===== src/hdl/bfr_pkg.sv =====
`timescale 1ns / 1ps
// ----------------------------------------------------------------------------
// bfr_pkg: shared types and constants of the bus frame receiver
// Field widths, result codes, register indexes and result word layout.
// ----------------------------------------------------------------------------
package bfr_pkg;

    localparam int TICK_W    = 8;
    localparam int ADDR_W    = 12;
    localparam int BYTE_W    = 8;
    localparam int CNT_W     = 4;
    localparam int CFG_IDX_W = 2;
    localparam int CFG_W     = 12;

    // longest accepted message length in bytes
    localparam logic [BYTE_W-1:0] MAX_LEN = 8'd32;

    // default depth of the token queue between front and back
    localparam int FIFO_DEPTH = 4;

    // register indexes on the configuration port
    localparam logic [CFG_IDX_W-1:0] CFG_OWN_ADDR  = 2'd0;
    localparam logic [CFG_IDX_W-1:0] CFG_BIT_THR   = 2'd1;
    localparam logic [CFG_IDX_W-1:0] CFG_START_MIN = 2'd2;
    localparam logic [CFG_IDX_W-1:0] CFG_START_MAX = 2'd3;

    // register reset values
    localparam logic [ADDR_W-1:0] RST_OWN_ADDR  = 12'd0;
    localparam logic [TICK_W-1:0] RST_BIT_THR   = 8'd8;
    localparam logic [TICK_W-1:0] RST_START_MIN = 8'd10;
    localparam logic [TICK_W-1:0] RST_START_MAX = 8'd254;

    // result kinds (m_tuser)
    localparam logic [1:0] EV_HEADER  = 2'd0;
    localparam logic [1:0] EV_DATA    = 2'd1;
    localparam logic [1:0] EV_ERROR   = 2'd2;
    localparam logic [1:0] EV_ACK_REQ = 2'd3;

    // error codes
    localparam logic [2:0] ERR_NONE        = 3'd0;
    localparam logic [2:0] ERR_START_LONG  = 3'd1;
    localparam logic [2:0] ERR_START_SHORT = 3'd2;
    localparam logic [2:0] ERR_PARITY      = 3'd3;
    localparam logic [2:0] ERR_LEN         = 3'd4;

    // field lengths in bits
    localparam logic [CNT_W-1:0] ADDR_BITS = 4'd12;
    localparam logic [CNT_W-1:0] CTRL_BITS = 4'd4;
    localparam logic [CNT_W-1:0] BYTE_BITS = 4'd8;

    // m_tdata layout, lowest bit up
    localparam int OFS_ERR    = 0;
    localparam int OFS_BCAST  = 3;
    localparam int OFS_MASTER = 4;
    localparam int OFS_SLAVE  = 16;
    localparam int OFS_MATCH  = 28;
    localparam int OFS_LEN    = 29;
    localparam int OFS_DATA   = 37;
    localparam int OFS_ACK    = 45;
    localparam int RES_BITS   = 46;
    localparam int M_DATA_W   = 48;

    typedef struct packed {
        logic [ADDR_W-1:0] own_address;
        logic [TICK_W-1:0] bit_threshold;
        logic [TICK_W-1:0] start_min;
        logic [TICK_W-1:0] start_max;
    } cfg_t;

    // classified pulse
    typedef struct packed {
        logic bit_one;
        logic too_long;
        logic too_short;
    } tok_t;

    typedef struct packed {
        logic [1:0]        event_res;
        logic [2:0]        error_code;
        logic              is_broadcast;
        logic [ADDR_W-1:0] master_address;
        logic [ADDR_W-1:0] slave_address;
        logic              addressed_to_me;
        logic [BYTE_W-1:0] length;
        logic [BYTE_W-1:0] data_byte;
        logic              is_last;
        logic              drive_ack;
    } res_t;

endpackage


===== src/hdl/bfr_front.sv =====
`timescale 1ns / 1ps
// ----------------------------------------------------------------------------
// bfr_front: pulse classifier
// Accepts measured pulses and turns each into a token for the frame engine.
// ----------------------------------------------------------------------------
module bfr_front (
    input  logic                        s_tvalid,
    output logic                        s_tready,
    input  logic [bfr_pkg::TICK_W-1:0]  s_tdata,    // [7:0] high_ticks
    input  bfr_pkg::cfg_t               cfg,
    input  logic                        q_full,
    output logic                        q_push,
    output bfr_pkg::tok_t               q_tok
);

    assign s_tready = !q_full;
    assign q_push   = s_tvalid && !q_full;

    always_comb begin
        q_tok.bit_one   = s_tdata < cfg.bit_threshold;
        q_tok.too_long  = s_tdata > cfg.start_max;
        q_tok.too_short = s_tdata < cfg.start_min;
    end

endmodule


===== src/hdl/bfr_fifo.sv =====
`timescale 1ns / 1ps
// ----------------------------------------------------------------------------
// bfr_fifo: token queue
// Small register queue that decouples the classifier from the frame engine.
// ----------------------------------------------------------------------------
module bfr_fifo #(
    parameter int DEPTH = bfr_pkg::FIFO_DEPTH   // 2 or more
) (
    input  logic          aclk,
    input  logic          aresetn,
    input  logic          push,
    input  bfr_pkg::tok_t push_tok,
    input  logic          pop,
    output bfr_pkg::tok_t pop_tok,
    output logic          full,
    output logic          empty
);

    localparam int AW = $clog2(DEPTH);
    localparam int CW = $clog2(DEPTH + 1);

    bfr_pkg::tok_t  mem_reg [DEPTH];
    logic [AW-1:0]  wr_ptr_reg, wr_ptr_next;
    logic [AW-1:0]  rd_ptr_reg, rd_ptr_next;
    logic [CW-1:0]  count_reg,  count_next;

    assign full    = count_reg == CW'(DEPTH);
    assign empty   = count_reg == '0;
    assign pop_tok = mem_reg[rd_ptr_reg];

    always_comb begin
        wr_ptr_next = wr_ptr_reg;
        rd_ptr_next = rd_ptr_reg;
        count_next  = count_reg;
        if (push) begin
            wr_ptr_next = (wr_ptr_reg == AW'(DEPTH - 1)) ? '0 : wr_ptr_reg + 1'b1;
        end
        if (pop) begin
            rd_ptr_next = (rd_ptr_reg == AW'(DEPTH - 1)) ? '0 : rd_ptr_reg + 1'b1;
        end
        if (push && !pop) begin
            count_next = count_reg + 1'b1;
        end else if (pop && !push) begin
            count_next = count_reg - 1'b1;
        end
    end

    always_ff @(posedge aclk) begin
        if (!aresetn) begin
            wr_ptr_reg <= '0;
            rd_ptr_reg <= '0;
            count_reg  <= '0;
        end else begin
            wr_ptr_reg <= wr_ptr_next;
            rd_ptr_reg <= rd_ptr_next;
            count_reg  <= count_next;
        end
    end

    always_ff @(posedge aclk) begin
        if (push) begin
            mem_reg[wr_ptr_reg] <= push_tok;
        end
    end

endmodule


===== src/hdl/bfr_back.sv =====
`timescale 1ns / 1ps
// ----------------------------------------------------------------------------
// bfr_back: frame engine
// Walks the frame fields one token per cycle while the queue holds a token and
// the output register is free, and loads results into the output register.
// ----------------------------------------------------------------------------
module bfr_back (
    input  logic          aclk,
    input  logic          aresetn,
    input  bfr_pkg::cfg_t cfg,
    input  logic          q_empty,
    input  bfr_pkg::tok_t q_tok,
    output logic          q_pop,
    output logic          m_tvalid,
    input  logic          m_tready,
    output bfr_pkg::res_t res
);

    typedef enum logic [15:0] {
        PH_IDLE  = 16'h0001,
        PH_BCAST = 16'h0002,
        PH_MAST  = 16'h0004,
        PH_MPAR  = 16'h0008,
        PH_SLAV  = 16'h0010,
        PH_SPAR  = 16'h0020,
        PH_ACK1  = 16'h0040,
        PH_CTRL  = 16'h0080,
        PH_CPAR  = 16'h0100,
        PH_ACK2  = 16'h0200,
        PH_LEN   = 16'h0400,
        PH_LPAR  = 16'h0800,
        PH_ACK3  = 16'h1000,
        PH_DATA  = 16'h2000,
        PH_DPAR  = 16'h4000,
        PH_DACK  = 16'h8000
    } phase_t;

    phase_t                            phase_reg,  phase_next;
    logic [bfr_pkg::CNT_W-1:0]         cnt_reg,    cnt_next;
    logic [bfr_pkg::ADDR_W-1:0]        shift_reg,  shift_next;
    logic                              par_reg,    par_next;
    logic                              bcast_reg,  bcast_next;
    logic [bfr_pkg::ADDR_W-1:0]        master_reg, master_next;
    logic [bfr_pkg::ADDR_W-1:0]        slave_reg,  slave_next;
    logic                              match_reg,  match_next;
    logic [bfr_pkg::BYTE_W-1:0]        len_reg,    len_next;
    logic [bfr_pkg::BYTE_W-1:0]        idx_reg,    idx_next;
    logic                              m_valid_reg;
    bfr_pkg::res_t                     res_reg;

    logic                              out_free;
    logic                              emit;
    bfr_pkg::res_t                     res_new;
    logic [bfr_pkg::CNT_W-1:0]         cnt_inc;
    logic [bfr_pkg::ADDR_W-1:0]        shift_in;
    logic                              par_in;
    logic                              par_ok;
    logic                              len_big;
    logic [bfr_pkg::BYTE_W-1:0]        idx_inc;

    assign out_free = !m_valid_reg || m_tready;
    assign q_pop    = !q_empty && out_free;
    assign m_tvalid = m_valid_reg;
    assign res      = res_reg;

    assign cnt_inc  = cnt_reg + 1'b1;
    assign shift_in = {shift_reg[bfr_pkg::ADDR_W-2:0], q_tok.bit_one};
    assign par_in   = par_reg ^ q_tok.bit_one;
    assign par_ok   = q_tok.bit_one == par_reg;
    assign len_big  = len_reg > bfr_pkg::MAX_LEN;
    assign idx_inc  = idx_reg + 1'b1;

    always_comb begin
        phase_next  = phase_reg;
        cnt_next    = cnt_reg;
        shift_next  = shift_reg;
        par_next    = par_reg;
        bcast_next  = bcast_reg;
        master_next = master_reg;
        slave_next  = slave_reg;
        match_next  = match_reg;
        len_next    = len_reg;
        idx_next    = idx_reg;
        emit        = 1'b0;

        res_new.event_res       = bfr_pkg::EV_ERROR;
        res_new.error_code      = bfr_pkg::ERR_NONE;
        res_new.is_broadcast    = bcast_reg;
        res_new.master_address  = master_reg;
        res_new.slave_address   = slave_reg;
        res_new.addressed_to_me = match_reg;
        res_new.length          = len_reg;
        res_new.data_byte       = '0;
        res_new.is_last         = 1'b0;
        res_new.drive_ack       = 1'b0;

        unique case (phase_reg)
            PH_IDLE: begin
                if (q_tok.too_long || q_tok.too_short) begin
                    emit = 1'b1;
                    res_new.error_code      = q_tok.too_long ? bfr_pkg::ERR_START_LONG
                                                             : bfr_pkg::ERR_START_SHORT;
                    res_new.is_broadcast    = 1'b0;
                    res_new.master_address  = '0;
                    res_new.slave_address   = '0;
                    res_new.addressed_to_me = 1'b0;
                    res_new.length          = '0;
                end else begin
                    phase_next = PH_BCAST;
                end
            end
            PH_BCAST: begin
                bcast_next = q_tok.bit_one;
                phase_next = PH_MAST;
                cnt_next   = '0;
                shift_next = '0;
                par_next   = 1'b0;
            end
            PH_MAST, PH_SLAV, PH_CTRL, PH_LEN, PH_DATA: begin
                cnt_next   = cnt_inc;
                shift_next = shift_in;
                par_next   = par_in;
                if (phase_reg == PH_MAST && cnt_inc >= bfr_pkg::ADDR_BITS) begin
                    master_next = shift_in;
                    phase_next  = PH_MPAR;
                end
                if (phase_reg == PH_SLAV && cnt_inc >= bfr_pkg::ADDR_BITS) begin
                    slave_next = shift_in;
                    match_next = shift_in == cfg.own_address;
                    phase_next = PH_SPAR;
                end
                if (phase_reg == PH_CTRL && cnt_inc >= bfr_pkg::CTRL_BITS) begin
                    phase_next = PH_CPAR;
                end
                if (phase_reg == PH_LEN && cnt_inc >= bfr_pkg::BYTE_BITS) begin
                    len_next   = shift_in[bfr_pkg::BYTE_W-1:0];
                    phase_next = PH_LPAR;
                end
                if (phase_reg == PH_DATA && cnt_inc >= bfr_pkg::BYTE_BITS) begin
                    phase_next = PH_DPAR;
                end
            end
            PH_MPAR, PH_SPAR, PH_CPAR, PH_LPAR, PH_DPAR: begin
                if (!par_ok) begin
                    emit = 1'b1;
                    res_new.error_code = bfr_pkg::ERR_PARITY;
                    phase_next = PH_IDLE;
                end else if (phase_reg == PH_MPAR) begin
                    phase_next = PH_SLAV;
                    cnt_next   = '0;
                    shift_next = '0;
                    par_next   = 1'b0;
                end else if (phase_reg == PH_SPAR || phase_reg == PH_CPAR) begin
                    phase_next = (phase_reg == PH_SPAR) ? PH_ACK1 : PH_ACK2;
                    emit = match_reg;
                    res_new.event_res = bfr_pkg::EV_ACK_REQ;
                    res_new.drive_ack = 1'b1;
                end else if (phase_reg == PH_LPAR) begin
                    phase_next = PH_ACK3;
                    if (!len_big) begin
                        emit = 1'b1;
                        res_new.event_res = bfr_pkg::EV_HEADER;
                        res_new.is_last   = len_reg == '0;
                        res_new.drive_ack = match_reg;
                    end else begin
                        // oversized frame: still ack the header if it is ours
                        emit = match_reg;
                        res_new.event_res = bfr_pkg::EV_ACK_REQ;
                        res_new.drive_ack = 1'b1;
                    end
                end else begin
                    phase_next = PH_DACK;
                    emit = 1'b1;
                    res_new.event_res = bfr_pkg::EV_DATA;
                    res_new.data_byte = shift_reg[bfr_pkg::BYTE_W-1:0];
                    res_new.is_last   = idx_inc == len_reg;
                    res_new.drive_ack = match_reg;
                end
            end
            PH_ACK1, PH_ACK2: begin
                phase_next = (phase_reg == PH_ACK1) ? PH_CTRL : PH_LEN;
                cnt_next   = '0;
                shift_next = '0;
                par_next   = 1'b0;
            end
            PH_ACK3: begin
                if (len_big) begin
                    emit = 1'b1;
                    res_new.error_code = bfr_pkg::ERR_LEN;
                    phase_next = PH_IDLE;
                end else begin
                    idx_next = '0;
                    if (len_reg == '0) begin
                        phase_next = PH_IDLE;
                    end else begin
                        phase_next = PH_DATA;
                        cnt_next   = '0;
                        shift_next = '0;
                        par_next   = 1'b0;
                    end
                end
            end
            PH_DACK: begin
                idx_next = idx_inc;
                if (idx_inc >= len_reg) begin
                    phase_next = PH_IDLE;
                end else begin
                    phase_next = PH_DATA;
                    cnt_next   = '0;
                    shift_next = '0;
                    par_next   = 1'b0;
                end
            end
            default: begin
                phase_next = PH_IDLE;
            end
        endcase
    end

    always_ff @(posedge aclk) begin
        if (!aresetn) begin
            phase_reg   <= PH_IDLE;
            cnt_reg     <= '0;
            shift_reg   <= '0;
            par_reg     <= 1'b0;
            bcast_reg   <= 1'b0;
            master_reg  <= '0;
            slave_reg   <= '0;
            match_reg   <= 1'b0;
            len_reg     <= '0;
            idx_reg     <= '0;
            m_valid_reg <= 1'b0;
        end else begin
            if (q_pop) begin
                phase_reg  <= phase_next;
                cnt_reg    <= cnt_next;
                shift_reg  <= shift_next;
                par_reg    <= par_next;
                bcast_reg  <= bcast_next;
                master_reg <= master_next;
                slave_reg  <= slave_next;
                match_reg  <= match_next;
                len_reg    <= len_next;
                idx_reg    <= idx_next;
            end
            if (out_free) begin
                m_valid_reg <= q_pop && emit;
            end
        end
    end

    always_ff @(posedge aclk) begin
        if (q_pop && emit) begin
            res_reg <= res_new;
        end
    end

endmodule


===== src/hdl/bus_frame_receiver_top.sv =====
`timescale 1ns / 1ps
// ----------------------------------------------------------------------------
// bus_frame_receiver_top: serial bus frame receiver
// Decodes measured bit-slot pulses into header, data byte, ack and error
// results.
// ----------------------------------------------------------------------------
// Usage:
//   s_* carries one measured high time per bit slot (s_tdata = high_ticks).
//   m_* carries results: kind in m_tuser, last-byte mark in m_tlast and the
//   frame fields in m_tdata. cfg_* writes the four setup registers; write
//   them only while no frame is in flight.
// Throughput: one pulse per cycle while s_tready is high. The classifier
//   takes the pulse into a token queue at the transfer; the frame engine
//   retires one token a cycle while the output register is free.
// Path: a result reaches m_tvalid after its pulse has gone through the queue
//   and then the output register, later if tokens are already waiting.
// Stall: while m_tready is low the output register holds its result and the
//   engine stops; the queue then takes up to FIFO_DEPTH more pulses before
//   s_tready drops.
// Reset: aresetn low at a clock edge empties the queue, clears m_tvalid,
//   returns the engine to idle and reloads the register defaults.
// ----------------------------------------------------------------------------
module bus_frame_receiver_top #(
    parameter int FIFO_DEPTH = bfr_pkg::FIFO_DEPTH
) (
    input  logic                           aclk,
    input  logic                           aresetn,
    input  logic                           s_tvalid,
    output logic                           s_tready,
    input  logic [bfr_pkg::TICK_W-1:0]     s_tdata,   // [7:0] high_ticks
    output logic                           m_tvalid,
    input  logic                           m_tready,
    // [2:0] error_code, [3] is_broadcast, [15:4] master_address,
    // [27:16] slave_address, [28] addressed_to_me, [36:29] length,
    // [44:37] data_byte, [45] drive_ack, [47:46] zero
    output logic [bfr_pkg::M_DATA_W-1:0]   m_tdata,
    output logic [1:0]                     m_tuser,   // [1:0] event_res
    output logic                           m_tlast,   // is_last
    input  logic                           cfg_wr_en,
    input  logic [bfr_pkg::CFG_IDX_W-1:0]  cfg_addr,
    input  logic [bfr_pkg::CFG_W-1:0]      cfg_wdata
);

    bfr_pkg::cfg_t cfg_reg;
    bfr_pkg::tok_t push_tok;
    bfr_pkg::tok_t pop_tok;
    bfr_pkg::res_t res;
    logic          q_push;
    logic          q_pop;
    logic          q_full;
    logic          q_empty;

    always_ff @(posedge aclk) begin
        if (!aresetn) begin
            cfg_reg.own_address   <= bfr_pkg::RST_OWN_ADDR;
            cfg_reg.bit_threshold <= bfr_pkg::RST_BIT_THR;
            cfg_reg.start_min     <= bfr_pkg::RST_START_MIN;
            cfg_reg.start_max     <= bfr_pkg::RST_START_MAX;
        end else if (cfg_wr_en) begin
            unique case (cfg_addr)
                bfr_pkg::CFG_OWN_ADDR:  cfg_reg.own_address <= cfg_wdata;
                bfr_pkg::CFG_BIT_THR:
                    cfg_reg.bit_threshold <= cfg_wdata[bfr_pkg::TICK_W-1:0];
                bfr_pkg::CFG_START_MIN:
                    cfg_reg.start_min <= cfg_wdata[bfr_pkg::TICK_W-1:0];
                bfr_pkg::CFG_START_MAX:
                    cfg_reg.start_max <= cfg_wdata[bfr_pkg::TICK_W-1:0];
            endcase
        end
    end

    bfr_front u_front (
        .s_tvalid (s_tvalid),
        .s_tready (s_tready),
        .s_tdata  (s_tdata),
        .cfg      (cfg_reg),
        .q_full   (q_full),
        .q_push   (q_push),
        .q_tok    (push_tok)
    );

    bfr_fifo #(
        .DEPTH (FIFO_DEPTH)
    ) u_fifo (
        .aclk     (aclk),
        .aresetn  (aresetn),
        .push     (q_push),
        .push_tok (push_tok),
        .pop      (q_pop),
        .pop_tok  (pop_tok),
        .full     (q_full),
        .empty    (q_empty)
    );

    bfr_back u_back (
        .aclk     (aclk),
        .aresetn  (aresetn),
        .cfg      (cfg_reg),
        .q_empty  (q_empty),
        .q_tok    (pop_tok),
        .q_pop    (q_pop),
        .m_tvalid (m_tvalid),
        .m_tready (m_tready),
        .res      (res)
    );

    assign m_tuser = res.event_res;
    assign m_tlast = res.is_last;
    assign m_tdata = {{(bfr_pkg::M_DATA_W - bfr_pkg::RES_BITS){1'b0}},
                      res.drive_ack,
                      res.data_byte,
                      res.length,
                      res.addressed_to_me,
                      res.slave_address,
                      res.master_address,
                      res.is_broadcast,
                      res.error_code};

endmodule


===== config.mk =====
export PLATFORM = sky130hd
export DESIGN_NAME = bus_frame_receiver_top
export DESIGN_NICKNAME = d
export VERILOG_FILES = /design/src/hdl/bfr_pkg.sv /design/src/hdl/bfr_front.sv /design/src/hdl/bfr_fifo.sv /design/src/hdl/bfr_back.sv /design/src/hdl/bus_frame_receiver_top.sv
export SDC_FILE = /design/constraint.sdc
export NUM_CORES = 1
export LEC_CHECK = 0
export BUFFER_PORTS_ARGS = -buffer_cell sky130_fd_sc_hd__buf_4
export CORE_UTILIZATION = 54
export DETAILED_ROUTE_END_ITERATION = 12
export GPL_ROUTABILITY_DRIVEN = 0
export PLACE_DENSITY = 0.8
export RECOVER_POWER = 50
export SYNTH_ARGS = -nofsm -noshare
export SYNTH_HDL_FRONTEND = slang
export SYNTH_SLANG_ARGS = --single-unit

===== constraint.sdc =====
create_clock -name aclk -period 2.92 [get_ports aclk]
set_input_delay 0.876 -clock aclk [delete_from_list [all_inputs] [get_ports aclk]]
set_output_delay 0.876 -clock aclk [all_outputs]
set_load 0.005 [all_outputs]

; ---- Word level (Yosys, flattened, before mapping)
; Memory sizes are Yosys's and may differ from the RTL's. A register that Yosys moved wholly into a read port is not among the register bits.
; Cells that the tools add are included.
[op_classes]
bitwise = 3
mux = 65
n_lt_le_gt_ge = 8
eq_ne = 32
n_reduce_logical = 42
n_addsub = 6
[op_table]
columns = cell, n
row1 = $mux 16, 11
row2 = $pmux 16 s7, 1
row3 = $mux 11, 6
row4 = $pmux 11 s5, 1
row5 = $mux 37, 1
row6 = $mux 34, 1
row7 = $mux 14, 2
row8 = $mux 4, 5
row9 = $pmux 4 s5, 1
row10 = $mux 1, 18
row11 = $mux 2, 9
row12 = $eq 16x1->1 const B, 1
row13 = $eq 16x10->1 const B, 1
row14 = $eq 16x11->1 const B, 1
row15 = $eq 16x12->1 const B, 1
row16 = $eq 16x13->1 const B, 1
row17 = $eq 16x14->1 const B, 1
row18 = $eq 16x15->1 const B, 1
row19 = $eq 16x16->1 const B, 1
row20 = $eq 16x2->1 const B, 1
row21 = $eq 16x3->1 const B, 1
row22 = $eq 16x4->1 const B, 1
row23 = $eq 16x5->1 const B, 1
row24 = $eq 16x6->1 const B, 1
row25 = other kinds (47), 87
[word_totals]
mem_bits_rw = 12
memories = 1
ff_bits = 167
output_inout_bits = 53
inputBits = 27
[memory_table]
columns = memory, words, word_bits, read_ports, rd_clocked_by_memory_dff, wr, line
row1 = u_fifo.mem_reg, 4, 3, 1, 1, 1, bfr_fifo.sv:22  ; bfr_pkg::tok_t mem_reg [DEPTH];

; ---- Depth between registers and ports, before layout
; Gate-level depths: netlist (run 1).
[logic_depth]
depth_word = 9
mapped_depth = 12

; ---- Cells and area by module
; From an unflattened synthesis (run 1), not the netlist that was laid out.
[hier_totals]
hier_cells = 889
area_unflattened_um2 = 8974.9
[by_module_without_submodules]
columns = module, cells_per_inst, n_inst, seq_area_each_um2, area_per_inst_um2
row1 = bfr_back, 607, 1, 2972.9, 6098.3
row2 = bus_frame_receiver_top, 148, 1, 720.7, 1435.1
row3 = bfr_fifo, 59, 1, 540.5, 885.8
row4 = bfr_front, 75, 1, 0.0, 555.5

; ---- Least setup slack after synthesis (run 1)
; No wires, ideal clock.
[synth_path]
path_type = register to register
from = reg u_back.phase_reg[4]
to = reg u_back.res_reg (netlist bit u_back.res[0]) (enable)
synth_period_minus_slack_ps = 3226
required_time_ps = 2443
setup_slack_ps = -306
t_arrival_ps = 2750
path_stages_with_launch = 9
setup_time_ps = 477
cell_sequence = dfxtp_1 -> buf_6 -> or4_4 -> or4_1 -> a2bb2oi_1 -> o21ai_1 -> a21oi_1 -> o31ai_2 -> inv_1
[synth_via]
elab_chain_len = 7
[synth_lines]
columns = element, line
row1 = from (decl), bfr_back.sv:38  ; phase_t phase_reg, phase_next;
row2 = from (signal assigned), bfr_back.sv:235  ; phase_reg <= phase_next;
row3 = "$eq 16x12->1, or another cell as far along", "bfr_back.sv:97, bfr_back.sv:158"
row4 = $mux 1 or $logic_or 1x1->1 (tied branches), "bfr_back.sv:158, bfr_back.sv:153"
row5 = $mux 1, bfr_back.sv:153  ; end else if (phase_reg == PH_SPAR || phase_reg == PH_CPAR) begin
row6 = $mux 1, bfr_back.sv:148  ; end else if (phase_reg == PH_MPAR) begin
row7 = $mux 1, bfr_back.sv:144  ; if (!par_ok) begin
row8 = $pmux 1 s3 *, bfr_back.sv:97  ; unique case (phase_reg)
row9 = $logic_and 1x1->1 *, bfr_back.sv:253  ; if (q_pop && emit) begin
row10 = to (signal assigned), bfr_back.sv:254  ; res_reg <= res_new;
row11 = to (decl), bfr_back.sv:49  ; bfr_pkg::res_t res_reg;
; Mark *: on every way between the ends. The rest lies on a longest branch, timed or not.
; A chain may end at the register's enable or synchronous reset.

; ---- Worst setup path in the final report (run 1)
[layout_path]
from = reg u_back.phase_reg[0]
to = reg u_back.res_reg (netlist bit u_back.res[39]) (enable)
; Same word-level chain as after synthesis.

==> results.md, run 1 <==
- Worst skew pair latency: roughly 0.44 ns
- Biggest area consumer among synthesized cells: dfxtp_1
- Leak: 3.89 nW
- # H-tree levels: 4
- Final Hold Fails: 0
- CTS tree: yes
- Diodes inserted: 0
- Seq pwr share: ~44%
- Worst hold slack: 0.447 ns
- Fin crit share: 95.6%
- Clock root cell: clkbuf_16
- Share of layout cells above drive strength 1: 17.8%
- HP Class: reg2reg
- Slew @ Worst Pin: 0.950 ns
- IO Pins: 80
- Worst Path Max Fanout: 45
- Drt pass-1 iters: 7
- Min cycle time layout: 2.79 ns
- Final setup viols: 0
- Via count: 6,744
- Finished Layout Cells: 1,196
- Combinational power share: about a quarter
- Seq/Total Area, Yosys: approximately half
- Top-area cell type share of the netlist area: 28.0%
- Critical Path Sink Type: flop
- Mapped cell area: 0.00858 mm2
- Critical Path RT: 3.10 ns
- Max Slew Vio Count: 0
- Number of port buffers: 77
- Setup bufs post-CTS: 0
- Synth top area cells: dfxtp_1 (28%), edfxtp_1 (21%), ha_1 (5.5%), nand2_1 (5.4%), a21oi_1 (4.7%)
- Post-DP HPWL: 13,100 um
- Number of CTS-inserted buffers: 17
- Initial antenna violation count: 0
- Number of synthesized flops with an enable pin: 61
- FMAX: 0.358 GHz
- Register bit total from synthesis: between 150 and 200
- Arrival @ worst endpoint: a little under 3 ns
- First-pass GRT wire length: 30,900 um
- Core box area: 0.0154 mm2
- Status: finished clean
- CTS resizes: 0
- Cell variety after synth: 76
- Crit path kind: reg2reg
- Mean post-synth cell area: 9.72 um2
- Max-cap violation count: 0
- Avg Vias per Cell: 5.64
- Pwr/cell area: 750 mW/mm2
- Max Root-Sink Buffers: 2
- Residual DRC count: 0
- Placed cells: 1,164
- Largest net degree at the start of global routing: 63
- Max VDD drop: 0.733 mV
- Clock share of power: between 20 and 30%
- Max Clock Skew: approximately 0.011 ns
- CTS Hold Buffers Added: 0
- DIE WIDTH: 128 um
- Gr usage total: 24.3%
- Top_reg_cell synth: dfxtp_1
- Yosys Warn Count: 0
- Clock transition at path regs: 0.07 ns
- Grt total ovfl: 0
- Placed Area: 0.00953 mm2
- Die height: between 100 and 150 um
- Clock sinks: 181
- Antenna Violating Nets Remaining: 0
- Mapped Cells: 883
- Slew headroom: 36.0%
- P_sw: 0.00231 W
- Final core utilization: 65.8%
- DR WL/cell: approximately 16 um
- Pwr Total: 0.00759 W
- Startpoint types: flop
- Die area: around 0.016 mm2
- Iter 0 DRT Violations: 518
- Largest register FFs: 49
- Starting Density: 55.8%
- Number of global-route vias before repair: around 6,300
- Post-layout instance area: 0.0101 mm2
- Internal power: between 0.005 and 0.006 W
- Number of nets in the layout: ~1,000
- Routed WL: 18,900 um
- Sw Ratio: 30.4%
- Cell row count: 45
- Post-synth ARST share: 0%
- Layout area overhead: 17.9%
==> kinds of logic (layout without fill, tap and decap cells) <==
logic type	after synthesis	count (layout)	share of synthesized area [%]
simple gates	353	353	21.7
flops	181	181	49.3
compound gates	173	173	12.7
buf+inv	84	185	4.26
fa+ha+maj	39	39	5.77
mux	28	28	3.70
xor+xnor	24	24	2.45
other cells	1	2	0.0437
==> final timing paths <==
| kind | endpoint | depth (start not counted) | slack [ns] | from |
|---|---|---|---|---|
| setup / recovery | u_back.res[39]$_DFFE_PP_ | 8 | 0.13 | u_back.phase_reg[0]$_SDFFE_PN1P_ |
| setup reg to reg | u_back.res[39]$_DFFE_PP_ | 8 | 0.13 | u_back.phase_reg[0]$_SDFFE_PN1P_ |
| hold reg to reg | u_back.master_reg[2]$_SDFFE_PN0P_ | 2 | 0.45 | u_back.master_reg[2]$_SDFFE_PN0P_ |
| hold / removal | u_back.master_reg[2]$_SDFFE_PN0P_ | 2 | 0.45 | u_back.master_reg[2]$_SDFFE_PN0P_ |
==> final cells by class <==
class | instances | area [um2]
Clock buffer | 22 | 507
Clock inverter | 10 | 82.6
Inverter | 39 | 146
Tap cell | 211 | 264
Fill cell | 1227 | 5250
Timing Repair Buffer | 114 | 861
Sequential cell | 181 | 4240
Multi-Input combinational cell | 619 | 4030
==> worst max-delay path, stage by stage (launching register included) <==
cell	delay (ns)
dfxtp_1	0.37
or4_4	0.65
or4_1	0.51
a2bb2oi_1	0.17
o21ai_1	0.13
a21oi_1	0.09
o31ai_2	0.31
inv_2	0.10
buf_12	0.20
==> synthesized netlist by cell type, drive strengths merged, types with 2 or more instances <==
master	instances
o221a	2
a21oi	81
a22o	3
nor4b	9
nand3b	4
and2	11
mux2i	25
a31oi	2
dfxtp	120
o311ai	2
o21a	6
xnor2	17
nand2b	7
nor3	16
nand4	24
or2	7
buf	18
a21o	10
o31a	2
mux4	3
nand3	15
o311a	2
nor4	8
nand2	124
nor2b	33
or4	7
clkbuf	27
o211ai	10
or3	4
ha	38
xor2	7
and3	8
o21ai	30
o22ai	2
edfxtp	61
a22oi	6
or4b	5
a2bb2oi	5
o31ai	2
inv	39
nor2	65
==> per-layer routing <==
layer	vias up	global-route usage, %	part of all wire, %	routed length, um
li1	3310	-	-	-
met1	3165	32.4	45	8480
met2	232	39.5	48	8980
met3	37	4.80	5.7	1080
met4	0	8.30	1.8	347
met5	-	0	0	0
==> placed cells by master, fill, tap and decap left out, drive strengths merged, types with 30 or more instances in the layout <==
cell type,instances
a21oi,81
buf,53
clkbuf,83
dfxtp,120
edfxtp,61
ha,38
inv,43
nand2,124
nor2,65
nor2b,33
o21ai,30
==> metrics by stage <==
step	setup slack [ns]	setup TNS, ns
2_1_floorplan	-0.306	-15.00
3_3_place_gp	0.158	0
3_5_place_dp	0.134	0
4_1_cts	0.0847	0
5_1_grt	-0.00265	-0.00265
6_report	0.130	0
==> power groups by stage <==
stage / registers, W / clock network, W / logic, W
global route: 0.00337 / 0.00237 / 0.00220
floorplan: 0.00342 / 0 / 0.00104
finish: 0.00333 / 0.00224 / 0.00201
CTS: 0.00334 / 0.00225 / 0.00206
detailed placement: 0.00339 / 0 / 0.00205
global placement: 0.00339 / 0 / 0.00201
Note: power is estimated with default switching activity, not from simulation.
==> inputs of run 2 (changes only) <==
--- a/config.mk
+++ b/config.mk
@@ -7,8 +7,10 @@
 export LEC_CHECK = 0
 export BUFFER_PORTS_ARGS = -buffer_cell sky130_fd_sc_hd__buf_4
 export CORE_UTILIZATION = 54
+export CTS_CLUSTER_DIAMETER = 60
 export DETAILED_ROUTE_END_ITERATION = 12
 export GPL_ROUTABILITY_DRIVEN = 0
+export GPL_TIMING_DRIVEN = 0
 export PLACE_DENSITY = 0.8
 export RECOVER_POWER = 50
 export SYNTH_ARGS = -nofsm -noshare
==> run 2 against run 1 <==
  * Combinational power up 17%
  * Setup slack worse by 0.13 ns
  * First-iteration DRC count up 34%
  * Utilization up 1.8 points
  * Register-to-register slack worse by 0.13 ns
  * Critical endpoint is now u_back.cnt_reg[0]$_SDFFE_PN0P_
  * Highest routed layer unchanged
==> results.md, run 2 (synthesized netlist as in run 1, its figures left out) <==
- Drt pass-1 iters: 7 (unchanged)
- DIE WIDTH: 128 um (unchanged)
- Pwr/cell area: 755 mW/mm2 (+0.77%)
- Arrival @ worst endpoint: 3.28 ns (+0.31 ns)
- Worst skew pair latency: 0.43 ns (about the same)
- Worst Path Max Fanout: 7 (-84%)
- RSZ-0062 raised after global routing: yes
- Diodes inserted: 0 (unchanged)
- Starting Density: 55.8% (unchanged)
- Number of port buffers: 77 (unchanged)
- Multi-input logic area: 0.00417 mm2 (+3.5%)
- Post-DP HPWL: 14,100 um (+7.4%)
- Max Root-Sink Buffers: 2 (unchanged)
- Cell row count: 45 (unchanged)
- Critical Path RT: 3.28 ns (+0.18 ns)
- Worst R2R Path Depth: 11 (+3)
- Die area: 0.0164 mm2 (unchanged)
- Total negative slack: 0 ns (unchanged)
- Hold depth: 2 (unchanged)
- Clock root cell: clkbuf_16
- Antenna Violating Nets Remaining: 0 (unchanged)
- Fin crit share: 99.9% (+4.4 points)
- First-pass GRT wire length: 32,600 um (+5.5%)
- Layout area overhead: 21.1%
- Gr usage total: 25.9% (+1.6 points)
- Number of nets in the layout: 1,065 (+2.6%)
- Placed cells: 1,173 (+0.77%)
- Die height: 128 um (unchanged)
- Hold path endpoint: u_back.slave_reg[7]$_SDFFE_PN0P_
- Via count: 6,985 (+3.6%)
- DP Worst Slack: -0.510 ns (-0.644 ns)
- Grt total ovfl: 0 (unchanged)
- Commonest non-fill, non-tap cell in the layout: nand2_1
- Initial antenna violation count: 0 (unchanged)
- Max VDD drop: 0.610 mV (-17%)
- Clock sinks: 181 (unchanged)
- Number of global-route vias before repair: 6,515 (+4.1%)
- Most frequent cells in the layout: nand2_1 (124), dfxtp_1 (112), a21oi_1 (77)
- Largest net degree at the start of global routing: 23 (-63%)
- Final core utilization: 67.6% (+1.8 points)
- CTS tree: yes
- Hold_sp: u_back.slave_reg[7]$_SDFFE_PN0P_
- Finished Layout Cells: 1,223 (+2.3%)
- Min cycle time layout: 2.92 ns (+0.128 ns)
- Share of layout cells above drive strength 1: 19.7% (+1.9 points)
- Largest register FFs: 49 (unchanged)
- Iter 0 DRT Violations: 692 (+34%)
- Reg-to-reg slack, setup: 0.002 ns (-0.13 ns)
- Avg Vias per Cell: 5.71 (+1.3%)
- Final worst slack: 0.00218 ns (-0.128 ns)
- Clock transition at path regs: 0.07 ns (about the same)
- Filler instances: 1,185 (-3.4%)
- Max Slew Vio Count: 0 (unchanged)
- Number of CTS-inserted buffers: 17 (unchanged)
- FMAX: 0.343 GHz (-4.4%)
- Status: finished clean
- Max Clock Skew: 0.0125 ns (+0.00167 ns)
- Routed WL: 20,900 um (+11%)
- IO Pins: 80 (unchanged)
- Max-cap violation count: 0 (unchanged)
- Final Hold Fails: 0 (unchanged)
- Crit path kind: reg2reg
- Worst flop-to-flop path endpoint: u_back.cnt_reg[0]$_SDFFE_PN0P_
- Final setup viols: 0 (unchanged)
- Slew headroom: 50.1% (+14 points)
- FF/Latch Area: 0.00425 mm2 (+0.44%)
- Residual DRC count: 0 (unchanged)
- CTS Hold Buffers Added: 0 (unchanged)
- Core box area: 0.0154 mm2 (unchanged)
- R2r startpoint: u_back.idx_reg[0]$_SDFFE_PN0P_
- Leak: 3.95 nW (+1.6%)
- Worst hold slack: 0.452 ns (+0.00481 ns)
- HP Class: reg2reg
- Slew @ Worst Pin: 0.742 ns (-0.207 ns)
- Critical Path Sink Type: flop
- # H-tree levels: 4 (unchanged)
- Startpoint types: flop
- DR WL/cell: 17.1 um (+8.1%)
-- run 2: layout make-up --
class / instances / share of cell area [%]
well taps: 211 / 2.54
flip-flops and latches: 181 / 40.9
inverters: 39 / 1.43
multi-input cells: 619 / 40.1
plain buffers: 43 / 2.04
clock buffers: 20 / 4.20
clock inverters: 12 / 1.17
repair buffers: 98 / 7.57
-- run 2: worst max-delay path, cell delays in order (launching register included) --
cell and delay (ns):
dfxtp_4 0.40, ha_4 0.17, nand3_4 0.12, nor2_4 0.14
xor2_2 0.16, ha_1 0.29, a21oi_2 0.17, nand2_1 0.08
a211o_1 0.38, a22o_4 0.32, or4_4 0.49, a21oi_2 0.12
-- run 2: metal layers --
layer / share of wire (%) / global-route usage, % / vias up / wire length [um]
li1: - / - / 3359 / -
met1: 43 / 33.7 / 3273 / 8880
met2: 48 / 42.8 / 304 / 10100
met3: 6.7 / 4.42 / 49 / 1390
met4: 2.4 / 10.5 / 0 / 502
met5: 0 / 0 / - / 0
-- run 2: timing repair --
| action | in CTS | in global routing |
|---|---|---|
| resized for setup | 26 | 30 |
| endpoints found under the setup margin | 67 | 76 |
| pin swaps | 7 | 17 |
| gates cloned | 1 | 1 |
| buffers inserted | 8 | 11 |
-- run 2: power by group --
part	internal (W)	switching [W]	total [W]
logic	0.00106	0.00129	0.00235
registers	0.00315	0.000174	0.00332
clock network	0.00119	0.000987	0.00218
-- run 2: through the flow --
step | cell area (um2) | total power [W]
final | 10400 | 0.00785
after global routing | 10400 | 0.00820
after floorplan | 8590 | 0.00446
after CTS | 10200 | 0.00780
after detailed placement | 9450 | 0.00540
after global placement | 9430 | 0.00531
-- run 2: how the worst max path moves through the flow --
| stage | cells after the start | endpoint | start |
|---|---|---|---|
| 5_1_grt | 12 | u_back.shift_reg[10]$_SDFFE_PN0P_ | u_back.idx_reg[0]$_SDFFE_PN0P_ |
| 3_5_place_dp | 12 | u_fifo.count_reg[2]$_SDFFE_PN0P_ | m_tready |
| 6_report | 11 | u_back.cnt_reg[0]$_SDFFE_PN0P_ | u_back.idx_reg[0]$_SDFFE_PN0P_ |
| 4_1_cts | 9 | u_back.res[44]$_DFFE_PP_ | u_back.phase_reg[12]$_SDFFE_PN0P_ |
| 2_1_floorplan | 8 | u_back.res[0]$_SDFFCE_PP0P_ | u_back.phase_reg[4]$_SDFFE_PN0P_ |
| 3_3_place_gp | 8 | u_back.res[38]$_DFFE_PP_ | u_back.phase_reg[4]$_SDFFE_PN0P_ |
